<file path="config.mk">
export PLATFORM = sky130hd
export DESIGN_NAME = gsm_front
export DESIGN_NICKNAME = d
export VERILOG_FILES = /design/src/design/gsm_pkg.sv /design/src/design/gsm_front.sv
export SDC_FILE = /design/constraint.sdc
export NUM_CORES = 1
export LEC_CHECK = 0
export BUFFER_PORTS_ARGS = -buffer_cell sky130_fd_sc_hd__buf_4
export CELL_PAD_IN_SITES_DETAIL_PLACEMENT = 1
export CELL_PAD_IN_SITES_GLOBAL_PLACEMENT = 1
export CORE_MARGIN = 3
export CORE_UTILIZATION = 36
export CTS_BUF_LIST = sky130_fd_sc_hd__clkbuf_8
export CTS_CLUSTER_SIZE = 14
export DETAILED_ROUTE_END_ITERATION = 16
export PLACE_DENSITY = 0.73
export SYNTH_ARGS = -nofsm -noshare
export SYNTH_HDL_FRONTEND = slang
export SYNTH_SLANG_ARGS = --single-unit
</file>
<file path="constraint.sdc">
create_clock -name clk_i -period 2.9 [get_ports clk_i]
set_clock_uncertainty 0.2 [all_clocks]
set_input_delay 0.435 -clock clk_i [delete_from_list [all_inputs] [get_ports clk_i]]
set_output_delay 0.435 -clock clk_i [all_outputs]
set_load 0.02 [all_outputs]
</file>
<file path="src/design/gsm_pkg.sv">
// Shared types and constants for the sparse GF(2) matrix-vector engine.
package gsm_pkg;

  typedef enum logic [2:0] {
    MODE_COL_PTR  = 3'd0,
    MODE_ROW_ENT  = 3'd1,
    MODE_VEC_BIT  = 3'd2,
    MODE_MULTIPLY = 3'd3,
    MODE_FORWARD  = 3'd4,
    MODE_BACKWARD = 3'd5,
    MODE_RD_PROD  = 3'd6,
    MODE_RD_VEC   = 3'd7
  } mode_e;

  localparam logic CFG_NUM_COLS = 1'b0;
  localparam logic CFG_NUM_ROWS = 1'b1;

  typedef struct packed {
    mode_e       mode;
    logic [14:0] address;
    logic [15:0] entry;
    logic        bit_in;
  } item_t;

  typedef enum logic [3:0] {
    ST_IDLE,
    ST_VEC_WR,
    ST_RD_PROD,
    ST_RD_VEC,
    ST_COL,
    ST_COL_WAIT,
    ST_PTR_WAIT,
    ST_ENT,
    ST_ENT_WAIT,
    ST_TGT_WAIT
  } state_e;

endpackage

</file>
<file path="src/design/gsm_front.sv">
// Front end: accepts items into a two-entry queue toward the execution unit.
module gsm_front (
  input  logic          clk_i,
  input  logic          rst_ni,
  input  logic          start_i,
  input  gsm_pkg::item_t item_i,
  output logic          busy_o,
  input  logic          pop_i,
  output logic          head_valid_o,
  output gsm_pkg::item_t head_o
);

  gsm_pkg::item_t mem_q [2];
  logic       wptr_q, rptr_q;
  logic [1:0] count_q, count_d;
  logic       push;

  assign busy_o       = (count_q == 2'd2);
  assign push         = start_i && !busy_o;
  assign head_valid_o = (count_q != 2'd0);
  assign head_o       = mem_q[rptr_q];

  always_comb begin
    count_d = count_q;
    if (push && !(pop_i && head_valid_o)) begin
      count_d = count_q + 2'd1;
    end else if (!push && pop_i && head_valid_o) begin
      count_d = count_q - 2'd1;
    end
  end

  always_ff @(posedge clk_i) begin
    if (push) begin
      mem_q[wptr_q] <= item_i;
    end
  end

  always_ff @(posedge clk_i or negedge rst_ni) begin
    if (!rst_ni) begin
      wptr_q  <= 1'b0;
      rptr_q  <= 1'b0;
      count_q <= 2'd0;
    end else begin
      count_q <= count_d;
      if (push) begin
        wptr_q <= !wptr_q;
      end
      if (pop_i && head_valid_o) begin
        rptr_q <= !rptr_q;
      end
    end
  end

endmodule

</file>
Yosys cells after proc, flatten, opt, wreduce, memory -nomap -nowiden

Memories as Yosys holds them, arrays and structs flattened.
Cells that the tools add are included.

Equal/unequal tests: 1
Add/subtract/negate cells: 2
Reduce and logical (&&, ||, !) cells: 12
Multiplexer cells: 4

Operators with widths:

| cell                                                               | count |
|---|---|
| 1-bit logical AND                                                  | 5 |
| 1-bit zero test                                                    | 5 |
| 2-bit two-way mux                                                  | 2 |
| 2-bit nonzero test                                                 | 2 |
| 2-bit by 1-bit adder with 2-bit output, second input constant      | 1 |
| 2-bit == test, second input constant                               | 1 |
| 1-bit two-way mux                                                  | 2 |
| 2-bit by 1-bit subtractor with 2-bit output, second input constant | 1 |

Bits in writable memories: 70
Flip-flop bits (word level): 4
Output and inout bits: 37
Memories kept: 1
Input bits: 39

Memory list:

| name  | words | width | read ports | clocked after memory_dff | wr ports | RTL line        | text |
|---|---|---|---|---|---|---|---|
| mem_q | 2     | 35    | 1          | 0                        | 1        | gsm_front.sv:13 | `gsm_pkg::item_t mem_q [2];` |

Longest topological paths before layout

Gate-level depths: netlist of the first run.

Word-level depth: 8
Depth in mapped cells: 4
Mapped depth without buffers: 4

Worst setup path after synthesis of the first run

OpenSTA, ideal clock, no wires.

Path type: reg-to-reg
From: reg count_q[0]
To: mem mem_q[0][0] (netlist bit) (enable)
Slack: 0.197 ns
Clock period less this slack: 2.703 ns
Cell stages (with the launch flop): 4
Data arrival time: 2.076 ns
Path buffers: 0
Library setup time: 0.427 ns
Cells stage by stage: dfrtp_1 -> nand2b_1 -> nand2_1 -> nor2_1

Longest elaborated chain between the ends: 5

RTL lines:

| element                                 | RTL line        | text |
|---|---|---|
| start: declaration                      | gsm_front.sv:15 | `logic [1:0] count_q, count_d;` |
| start signal: assignment                | gsm_front.sv:44 | `count_q <= count_d;` |
| 2-bit == test                           | gsm_front.sv:18 | `assign busy_o = (count_q == 2'd2);` |
| 1-bit zero test                         | gsm_front.sv:19 | `assign push = start_i && !busy_o;` |
| 1-bit logical AND                       | gsm_front.sv:19 |  |
| 1-bit two-way mux                       | gsm_front.sv:33 | `if (push) begin` |
| 1-bit two-way mux (implied by the code) | gsm_front.sv:34 | `mem_q[wptr_q] <= item_i;` |
| end: declaration                        | gsm_front.sv:13 |  |

Every way passes these cells.

==> metrics, run 1 <==
ANT nets after route 0; CTS tree built; Rows 31; gr usage total 12.0%; vias 1432; Final Hold Viols 0; critical path arrival 1760 ps; Worst setup startpoint rptr_q; vias per inst 4.48; RSZ-0062 raised after global routing false; final worst slack 508 ps; reg2reg start count_q[0]; register bit total from synthesis 74; Primary FF master, synth edfxtp_1; post-CTS setup repair buffer count 0; Die ar. 9100 µm²; Synth cell types 19; fin crit share 82.5%; Internal 0.00258 W; CP Launch Type flop; Hold Startpoint item_i[34]; Adder-Cell Fraction of Synth Area 0%; Chip Height 95.4 µm; layout cell share with drive strength beyond 1 58.8%; Seq pwr share 41.5%; sequential area share after synthesis 76.5%; switching part of the total 30.5%; NetSw 0.00113 W; largest net degree at the start of global routing 36; clock sinks 74; Syn Area/Cell 22.0 µm²; max-cap viol count 0; final slew viol count 0; EDFF count, synth 70; yosys warns 0; total negative slack 0 ps; DRC Markers 0; number of global-route vias before repair 1515; Gate power share 35.5%; global-route wire length before repair 7.92 mm; post-synthesis net count 170; Worst-Margin Slew 890 ps; Clk pwr share 23.0%; 1st-pass router iterations 4; CTS hold repair buffers 1; Min-Delay Path Class in2reg; io pins 76; Cell Area, Synth 2880 µm²; multiplexer area fraction after synthesis 17.5%; Skew-Pair Late Insertion Delay 320 ps; post-synthesis simple-gate area fraction 1.52%; Clk pin slew, worst setup/hold paths 80 ps; layout net count 255; Highest Clock Rate 418 MHz; Setup-failing EPs final 0; Initial Utilization 38.4%; fill cell count 713; DP HPWL 3.62 mm; Num CTS Buffers 9; Core Box Area 7490 µm²; Die X 95.4 µm; initial antenna violation count 0; Synth area leaders edfxtp_1, mux2_4, dfrtp_1; post-synthesis compound-gate area fraction 1.13%; CP required 2270 ps; gpl congestion 0.700; Routed WL 5.20 mm; Worst Path Max Fanout 20; largest family of logic cells by synthesized area multiplexers; WL/cell 16.2 µm; Critical Path End Type output pin; CTS Root Cell clkbuf_8; Yosys top cell area share 73.0%; count of port buffers added during placement 75; status finished, final reports clean; antenna cells 0; Clock Tree Buf Depth 2; Mapped Cells 131; H-tree depth 3; P&R area growth vs syn 30.6%; Post-Synth XOR/XNOR Area 0.609%; post_cts resized 0; critical path class reg2out; pwr dens 988 nW/µm²; P_leak 1.50 nW; post-layout minimum cycle time 2390 ps; share of async-settable or async-resettable flops after synthesis 5.41%; post-synth top area cell edfxtp_1; global route overflow 0; VDD IR-drop max 401 µV; relative slew slack 40.7%; dpl ws 825 ps; initial drt markers 59
==> worst paths after layout <==
| path | cells after the start | slack [ps] | endpoint |
|---|---|---|---|
| max in group asynchronous | 2 | 2140 | rptr_q |
| setup reg to reg | 2 | 940 | mem_q[1][27] |
| min in group asynchronous | 2 | 240 | count_q[1] |
| hold reg to reg | 1 | 350 | wptr_q |
| setup / recovery | 3 | 510 | head_o[9] |
| hold / removal | 1 | 80 | mem_q[1][34] |
==> cell type report <==
class / count / area, µm² / share of cell area (%)
Clock buffer: 9 / 124 / 3.30
Clock inverter: 7 / 93.8 / 2.50
Timing Repair Buffer: 78 / 601 / 16.0
Inverter: 2 / 7.51 / 0.200
Sequential cell: 74 / 2200 / 58.6
Multi-Input combinational cell: 51 / 606 / 16.1
Tap cell: 99 / 124 / 3.30
==> registers in the layout (all words and copies together), names as in the netlist <==
| name | cells |
|---|---|
| wptr_q | 1 |
| mem_q | 70 |
| rptr_q | 1 |
| count_q | 2 |
==> power by group through the flow <==
stage	sequential [W]	combinational (W)	clock, W
2_1_floorplan	0.00149	0.000995	0
3_3_place_gp	0.00156	0.00133	0
3_5_place_dp	0.00157	0.00134	0
4_1_cts	0.00155	0.00135	0.000879
5_1_grt	0.00157	0.00140	0.000922
6_report	0.00154	0.00132	0.000853
==> placed cells by master, fill, tap and decap left out, drive strengths merged, types with 3 or more instances in the layout <==
master,synthesis,routed
dfrtp,4,4
edfxtp,70,70
mux2,35,35
clkbuf,0,9
a21oi,3,3
buf,4,77
inv,2,4
==> worst max-delay path, cell delays in order (launching register included) <==
cell and delay, ps:
dfrtp_2 680, buf_12 270, mux2_4 320, buf_4 160
==> cell families (layout without fill, tap and decap cells) <==
group / Yosys count / after routing
AOI/OAI and AO/OA: 6 / 6
DFF: 74 / 74
muxes: 35 / 35
buffers and inverters: 6 / 96
xor gates and xnor gates: 2 / 2
and+or+nand+nor: 8 / 8
==> layer usage <==
layer	vias to the layer above	part of all wire, %	track usage (%)
li1	679	-	-
met1	699	41	14.4
met2	47	51	20.3
met3	7	6.7	3.24
met4	0	1.4	5.33
met5	-	0	0
==> synthesized netlist by cell type (2+ instances only) <==
cell,number
buf_12,3
xnor2_1,2
a21oi_1,3
mux2_4,29
edfxtp_1,70
mux2_2,6
dfrtp_1,4
nand2_1,2
inv_1,2
==> through the flow <==
stage	hold slack, ps	cells	total power, W	util [%]	area (µm²)
CTS	64.4	320	0.00378	50.2	3760
finish	78.9	320	0.00371	50.2	3760
global placement	37.8	303	0.00289	47.2	3530
global route	63.9	320	0.00390	50.2	3760
detailed placement	38.6	303	0.00292	47.2	3530
floorplan	-60.6	131	0.00249	-	2880
(Power assumes the default switching activity.)
==> run 2, diff against run 1 <==
--- a/config.mk
+++ b/config.mk
@@ -13,7 +13,7 @@
 export CTS_BUF_LIST = sky130_fd_sc_hd__clkbuf_8
 export CTS_CLUSTER_SIZE = 14
 export DETAILED_ROUTE_END_ITERATION = 16
-export PLACE_DENSITY = 0.73
+export PLACE_DENSITY = 0.71
 export SYNTH_ARGS = -nofsm -noshare
 export SYNTH_HDL_FRONTEND = slang
 export SYNTH_SLANG_ARGS = --single-unit
==> constraint.sdc (replaced) <==
create_clock -name clk_i -period 2.4 [get_ports clk_i]
set_clock_uncertainty 0.2 [all_clocks]
set_input_delay 0.36 -clock clk_i [delete_from_list [all_inputs] [get_ports clk_i]]
set_output_delay 0.36 -clock clk_i [all_outputs]
set_load 0.02 [all_outputs]
==> run 2 against run 1 <==
Against the previous run:
- sequential power grew 17%
- count of clock-buffer cells in the layout stayed put
- worst setup slack worse by 240 ps
- core utilization grew 4.1 points
- global-route usage rose by 0.065 points
- routed wire length up 9.0%
- die area stayed put
==> metrics, run 2 (same netlist as run 1, synthesis figures left out) <==
layout cell share with drive strength beyond 1 52.0% (-6.8 points); Most flops, register mem_q; final slew viol count 0 (unchanged); 1st-pass router iterations 4 (unchanged); H-tree depth 3 (unchanged); reg2reg end mem_q[1][16]; most common library cell in the layout ignoring fill and taps buf_4; gr usage total 12.1% (+0.065 points); post-CTS setup repair buffer count 0 (unchanged); R2R depth 3 (+1); P_leak 1.63 nW (+8.7%); Die ar. 9100 µm² (unchanged); largest net degree at the start of global routing 31 (-14%); Initial Utilization 38.4% (unchanged); Largest regs mem_q: 70 flops, count_q: 2 flops; critical path arrival 1570 ps (-190 ps); Clk pin slew, worst setup/hold paths 70 ps (about the same); status finished, final reports clean; vias 1558 (+8.8%); Critical Path End Type output pin; CTS hold repair buffers 11 (+10); Rows 31 (unchanged); fill cell count 702 (-1.5%); Critical path destination head_o[34]; DP HPWL 3.75 mm (+3.6%); Post-DP Area 3560 µm² (+0.78%); Worst-Margin Slew 345 ps (-545 ps); count of port buffers added during placement 75 (unchanged); ANT nets after route 0 (unchanged); post-route cell area 4070 µm² (+8.2%); number of global-route vias before repair 1603 (+5.8%); DRC Markers 0 (unchanged); CP Launch Type flop; clock sinks 74 (unchanged); post_cts resized 0 (unchanged); Setup-failing EPs final 0 (unchanged); Worst setup startpoint rptr_q; number of flip-flops under the largest register name 70 (unchanged); vias per inst 4.44 (-0.81%); Die X 95.4 µm (unchanged); Highest Clock Rate 470 MHz; critical path class reg2out; FF-to-FF setup slack 610 ps (-330 ps); VDD IR-drop max 554 µV (+38%); total negative slack 0 ps (unchanged); pwr dens 1110 nW/µm² (+13%); fin cells 351 (+9.7%); CTS Root Cell clkbuf_8; Skew-Pair Late Insertion Delay 330 ps (about the same); CP required 1840 ps (-430 ps); Num CTS Buffers 9 (unchanged); Final Hold Viols 0 (unchanged); max-cap viol count 0 (unchanged); Min-Delay Path Class in2reg; post-layout power 0.00454 W (+22%); dpl cells 305 (+0.66%); post-layout minimum cycle time 2130 ps; Chip Height 95.4 µm (unchanged); relative slew slack 77.0% (+36 points); RSZ-0062 raised after global routing false; Clock Tree Buf Depth 2 (unchanged); io pins 76 (unchanged); global route overflow 0 (unchanged); CTS tree built; Worst Path Max Fanout 20 (unchanged); Core Box Area 7490 µm² (unchanged); initial drt markers 91 (+54%); WL/cell 16.1 µm (-0.62%); antenna cells 0 (unchanged); global-route wire length before repair 7.98 mm (+0.78%); reg2reg start count_q[0]; P&R area growth vs syn 41.3%; fin util 54.3% (+4.1 points); Routed WL 5.66 mm (+9.0%); initial antenna violation count 0 (unchanged); most frequent cells in the layout buf_4, edfxtp_1, dlygate4sd3_1; gpl congestion 0.724 (+3.4%); layout net count 286 (+12%); fin crit share 88.6%
run 2: changes by cell type in the layout (fill, tap and decap cells not counted), sizes merged:
cell | before | now
inv | 4 | 3
clkinv | 2 | 3
buf | 77 | 79
dlygate4sd3 | 1 | 30
run 2: power by group:
part           switching, W  internal, W
registers         0.0000822      0.00172
clock network      0.000427     0.000574
logic              0.000867     0.000869
run 2: critical path, stage by stage (launching register included):
cell	delay, ps
dfrtp_2	360
buf_4	320
mux2_2	390
buf_4	160
run 2: per-stage QoR:
| step | setup slack [ps] | hold WS [ps] |
|---|---|---|
| floorplan | 273 | -136 |
| global placement | 650 | -38.1 |
| detailed placement | 599 | -37.1 |
| CTS | 266 | 0.0159 |
| global route | 200 | 0.253 |
| finish | 273 | 18.1 |
run 2: worst min-delay path by stage:
stage                          start            to  slack, ps  cells past startpoint
final                     item_i[17]  mem_q[1][17]         20                      1
after global routing      item_i[12]  mem_q[0][12]        0.3                      1
after CTS                 item_i[33]  mem_q[1][33]       0.02                      1
after detailed placement      rst_ni    count_q[1]        -40                      1
after global placement        rst_ni    count_q[1]        -40                      1
after floorplan               rst_ni    count_q[0]       -140                      0
run 2: metal layers:
metal | track usage, % | vias to the layer above | wire (µm)
li1 | - | 738 | -
met1 | 14.0 | 762 | 2300
met2 | 20.9 | 52 | 2970
met3 | 4.26 | 6 | 338
met4 | 3.91 | 0 | 62
met5 | 0 | - | 0
run 2: area by class of cell:
class | count | area (µm²) | area share, %
repair buffers | 109 | 918 | 22.6
flip-flops and latches | 74 | 2200 | 54.2
clock inverters | 7 | 85.1 | 2.09
clock buffers | 9 | 124 | 3.05
multi-input cells | 51 | 606 | 14.9
inverters | 2 | 7.51 | 0.185
well taps | 99 | 124 | 3.05
==> run 3, diff against run 2 <==
--- a/config.mk
+++ b/config.mk
@@ -11,9 +11,11 @@
 export CORE_MARGIN = 3
 export CORE_UTILIZATION = 36
 export CTS_BUF_LIST = sky130_fd_sc_hd__clkbuf_8
+export CTS_CLUSTER_DIAMETER = 80
 export CTS_CLUSTER_SIZE = 14
 export DETAILED_ROUTE_END_ITERATION = 16
 export PLACE_DENSITY = 0.71
+export RECOVER_POWER = 50
 export SYNTH_ARGS = -nofsm -noshare
 export SYNTH_HDL_FRONTEND = slang
 export SYNTH_SLANG_ARGS = --single-unit
==> run 3 against run 2 <==
Against the previous run:
- power decreased by 0.48%
- clock power about the same
- routed wire length shrank 0.62%
- cell area is 1.5% lower
- worst setup slack got worse by 2.8 ps
- via count grew 0.32%
- critical path type unchanged
- largest cell class unchanged
- highest routed layer unchanged
==> metrics, run 3 (same netlist as run 1, synthesis figures left out) <==
Chip Height 95.4 µm (unchanged); H-tree depth 3 (unchanged); critical path arrival 1570 ps (about the same); Worst Path Max Fanout 20 (unchanged); CP Launch Type flop; RSZ-0062 raised after global routing false; gr usage total 12.1% (unchanged); switching part of the total 30.4% (about the same); Clk pwr share 22.2% (about the same); Internal 0.00314 W (-0.51%); layout net count 286 (unchanged); gpl congestion 0.724 (unchanged); DP HPWL 3.75 mm (unchanged); WL/cell 16.0 µm (-0.62%); Clock Tree Buf Depth 2 (unchanged); Clk pin slew, worst setup/hold paths 70 ps (about the same); vias 1563 (+0.32%); Initial Utilization 38.4% (unchanged); Highest Clock Rate 469 MHz (-0.13%); final slew viol count 0 (unchanged); critical path's slowest cell mux2_2; Die X 95.4 µm (unchanged); Core Box Area 7490 µm² (unchanged); fill cell count 718 (+2.3%); io pins 76 (unchanged); CTS tree built; Rows 31 (unchanged); global-route wire length before repair 7.98 mm (unchanged); CP dominant cell by count buf_4; P&R area growth vs syn 39.2%; clock sinks 74 (unchanged); critical path class reg2out; vias per inst 4.45 (+0.32%); final worst slack 270 ps (-2.77 ps); CP required 1840 ps (about the same); CTS Root Cell clkbuf_8; most common library cell in the layout ignoring fill and taps edfxtp_1; total negative slack 0 ps (unchanged); Worst path max stage delay 390 ps (about the same); Post-DP Area 3560 µm² (unchanged); CP Cell Sequence buf_4 -> mux2_2 -> buf_4; ANT nets after route 0 (unchanged); Routed WL 5.63 mm (-0.62%); NetSw 0.00137 W (-0.43%); layout cell share with drive strength beyond 1 45.6% (-6.3 points); most frequent cells in the layout edfxtp_1, buf_4, dlygate4sd3_1; post-CTS setup repair buffer count 0 (unchanged); P_leak 1.57 nW (-3.5%); Setup-failing EPs final 0 (unchanged); dpl ws 599 ps (unchanged); post-layout power 0.00451 W (-0.48%); post_cts resized 0 (unchanged); Seq pwr share 39.8% (+0.2 points); Hold Startpoint item_i[26]; Most flops, register mem_q; Critical Path End Type output pin; hold path cells 1 (unchanged); reg2reg end mem_q[0][12]; VDD IR-drop max 553 µV (-0.20%); Gate power share 38.0% (-0.3 points); DRC Markers 0 (unchanged); max-cap viol count 0 (unchanged); fin crit share 88.8% (+0.12 points); Min-Delay Path Class in2reg; WHS Endpoint mem_q[0][26]; number of flip-flops under the largest register name 70 (unchanged); global route overflow 0 (unchanged); count of port buffers added during placement 75 (unchanged); Num CTS Buffers 9 (unchanged); Die ar. 9100 µm² (unchanged); post-route cell area 4010 µm² (-1.5%); largest net degree at the start of global routing 31 (unchanged); Final Hold Viols 0 (unchanged); antenna cells 0 (unchanged); 1st-pass router iterations 4 (unchanged); R2R depth 4 (+1); number of global-route vias before repair 1603 (unchanged); relative slew slack 56.1% (-21 points); reg2reg start count_q[0]; Largest regs mem_q: 70 flops, count_q: 2 flops; pwr dens 1130 nW/µm² (+1.0%); Skew-Pair Late Insertion Delay 330 ps (about the same); initial drt markers 98 (+7.7%); post-layout minimum cycle time 2130 ps (+2.77 ps); status finished, final reports clean; Worst-Margin Slew 658 ps (+313 ps); initial antenna violation count 0 (unchanged); FF-to-FF setup slack 370 ps (-240 ps)
[run 3: through the flow]
step / utilization [%] / std cells / hold slack [ps]
finish: 53.5 / 351 / 43.9
CTS: 51.8 / 332 / 0.0159
global placement: 47.5 / 305 / -38.1
floorplan: - / 131 / -136
detailed placement: 47.5 / 305 / -37.1
global route: 53.5 / 351 / 29.0
[run 3: how the worst max path moves through the flow]
| stage | start | end | slack (ps) | depth (start not counted) |
|---|---|---|---|---|
| final | rptr_q | head_o[34] | 270 | 3 |
| after global placement | rptr_q | head_o[30] | 650 | 3 |
| after CTS | rptr_q | head_o[33] | 270 | 3 |
| after detailed placement | count_q[0] | mem_q[1][16] | 600 | 3 |
| after global routing | rptr_q | head_o[34] | 200 | 3 |
| after floorplan | count_q[0] | mem_q[0][0] | 270 | 3 |
[run 3: cell type report]
class / count / area [µm²] / area share, %
Timing Repair Buffer: 109 / 866 / 21.6
Multi-Input combinational cell: 51 / 597 / 14.9
Inverter: 2 / 7.51 / 0.187
Sequential cell: 74 / 2200 / 55.0
Tap cell: 99 / 124 / 3.09
Clock buffer: 9 / 124 / 3.09
Clock inverter: 7 / 85.1 / 2.12
[run 3: repair_timing]
item,CTS,global route
hold buffers,11,19
hold endpoints to repair,22,35
endpoints found under the setup margin,0,0
[run 3: power by group through the flow]
stage	clock, W	sequential, W	combinational (W)
2_1_floorplan	0	0.00180	0.00120
3_3_place_gp	0	0.00181	0.00170
3_5_place_dp	0	0.00183	0.00172
4_1_cts	0.00103	0.00180	0.00173
5_1_grt	0.00109	0.00182	0.00182
6_report	0.00100	0.00179	0.00172
[run 3: worst max-delay path: cells and delay by family, from the launching register on]
family / cells / cell delay, ps
buffers and inverters: 2 / 480
DFF: 1 / 360
muxes: 1 / 390
[run 3: metal layers]
layer	vias up	track usage, %	part of all wire (%)
met2	50	20.9	52
met3	6	4.26	5.5
met4	0	3.91	1.1
li1	740	-	-
met5	-	0	0
met1	767	14.0	41
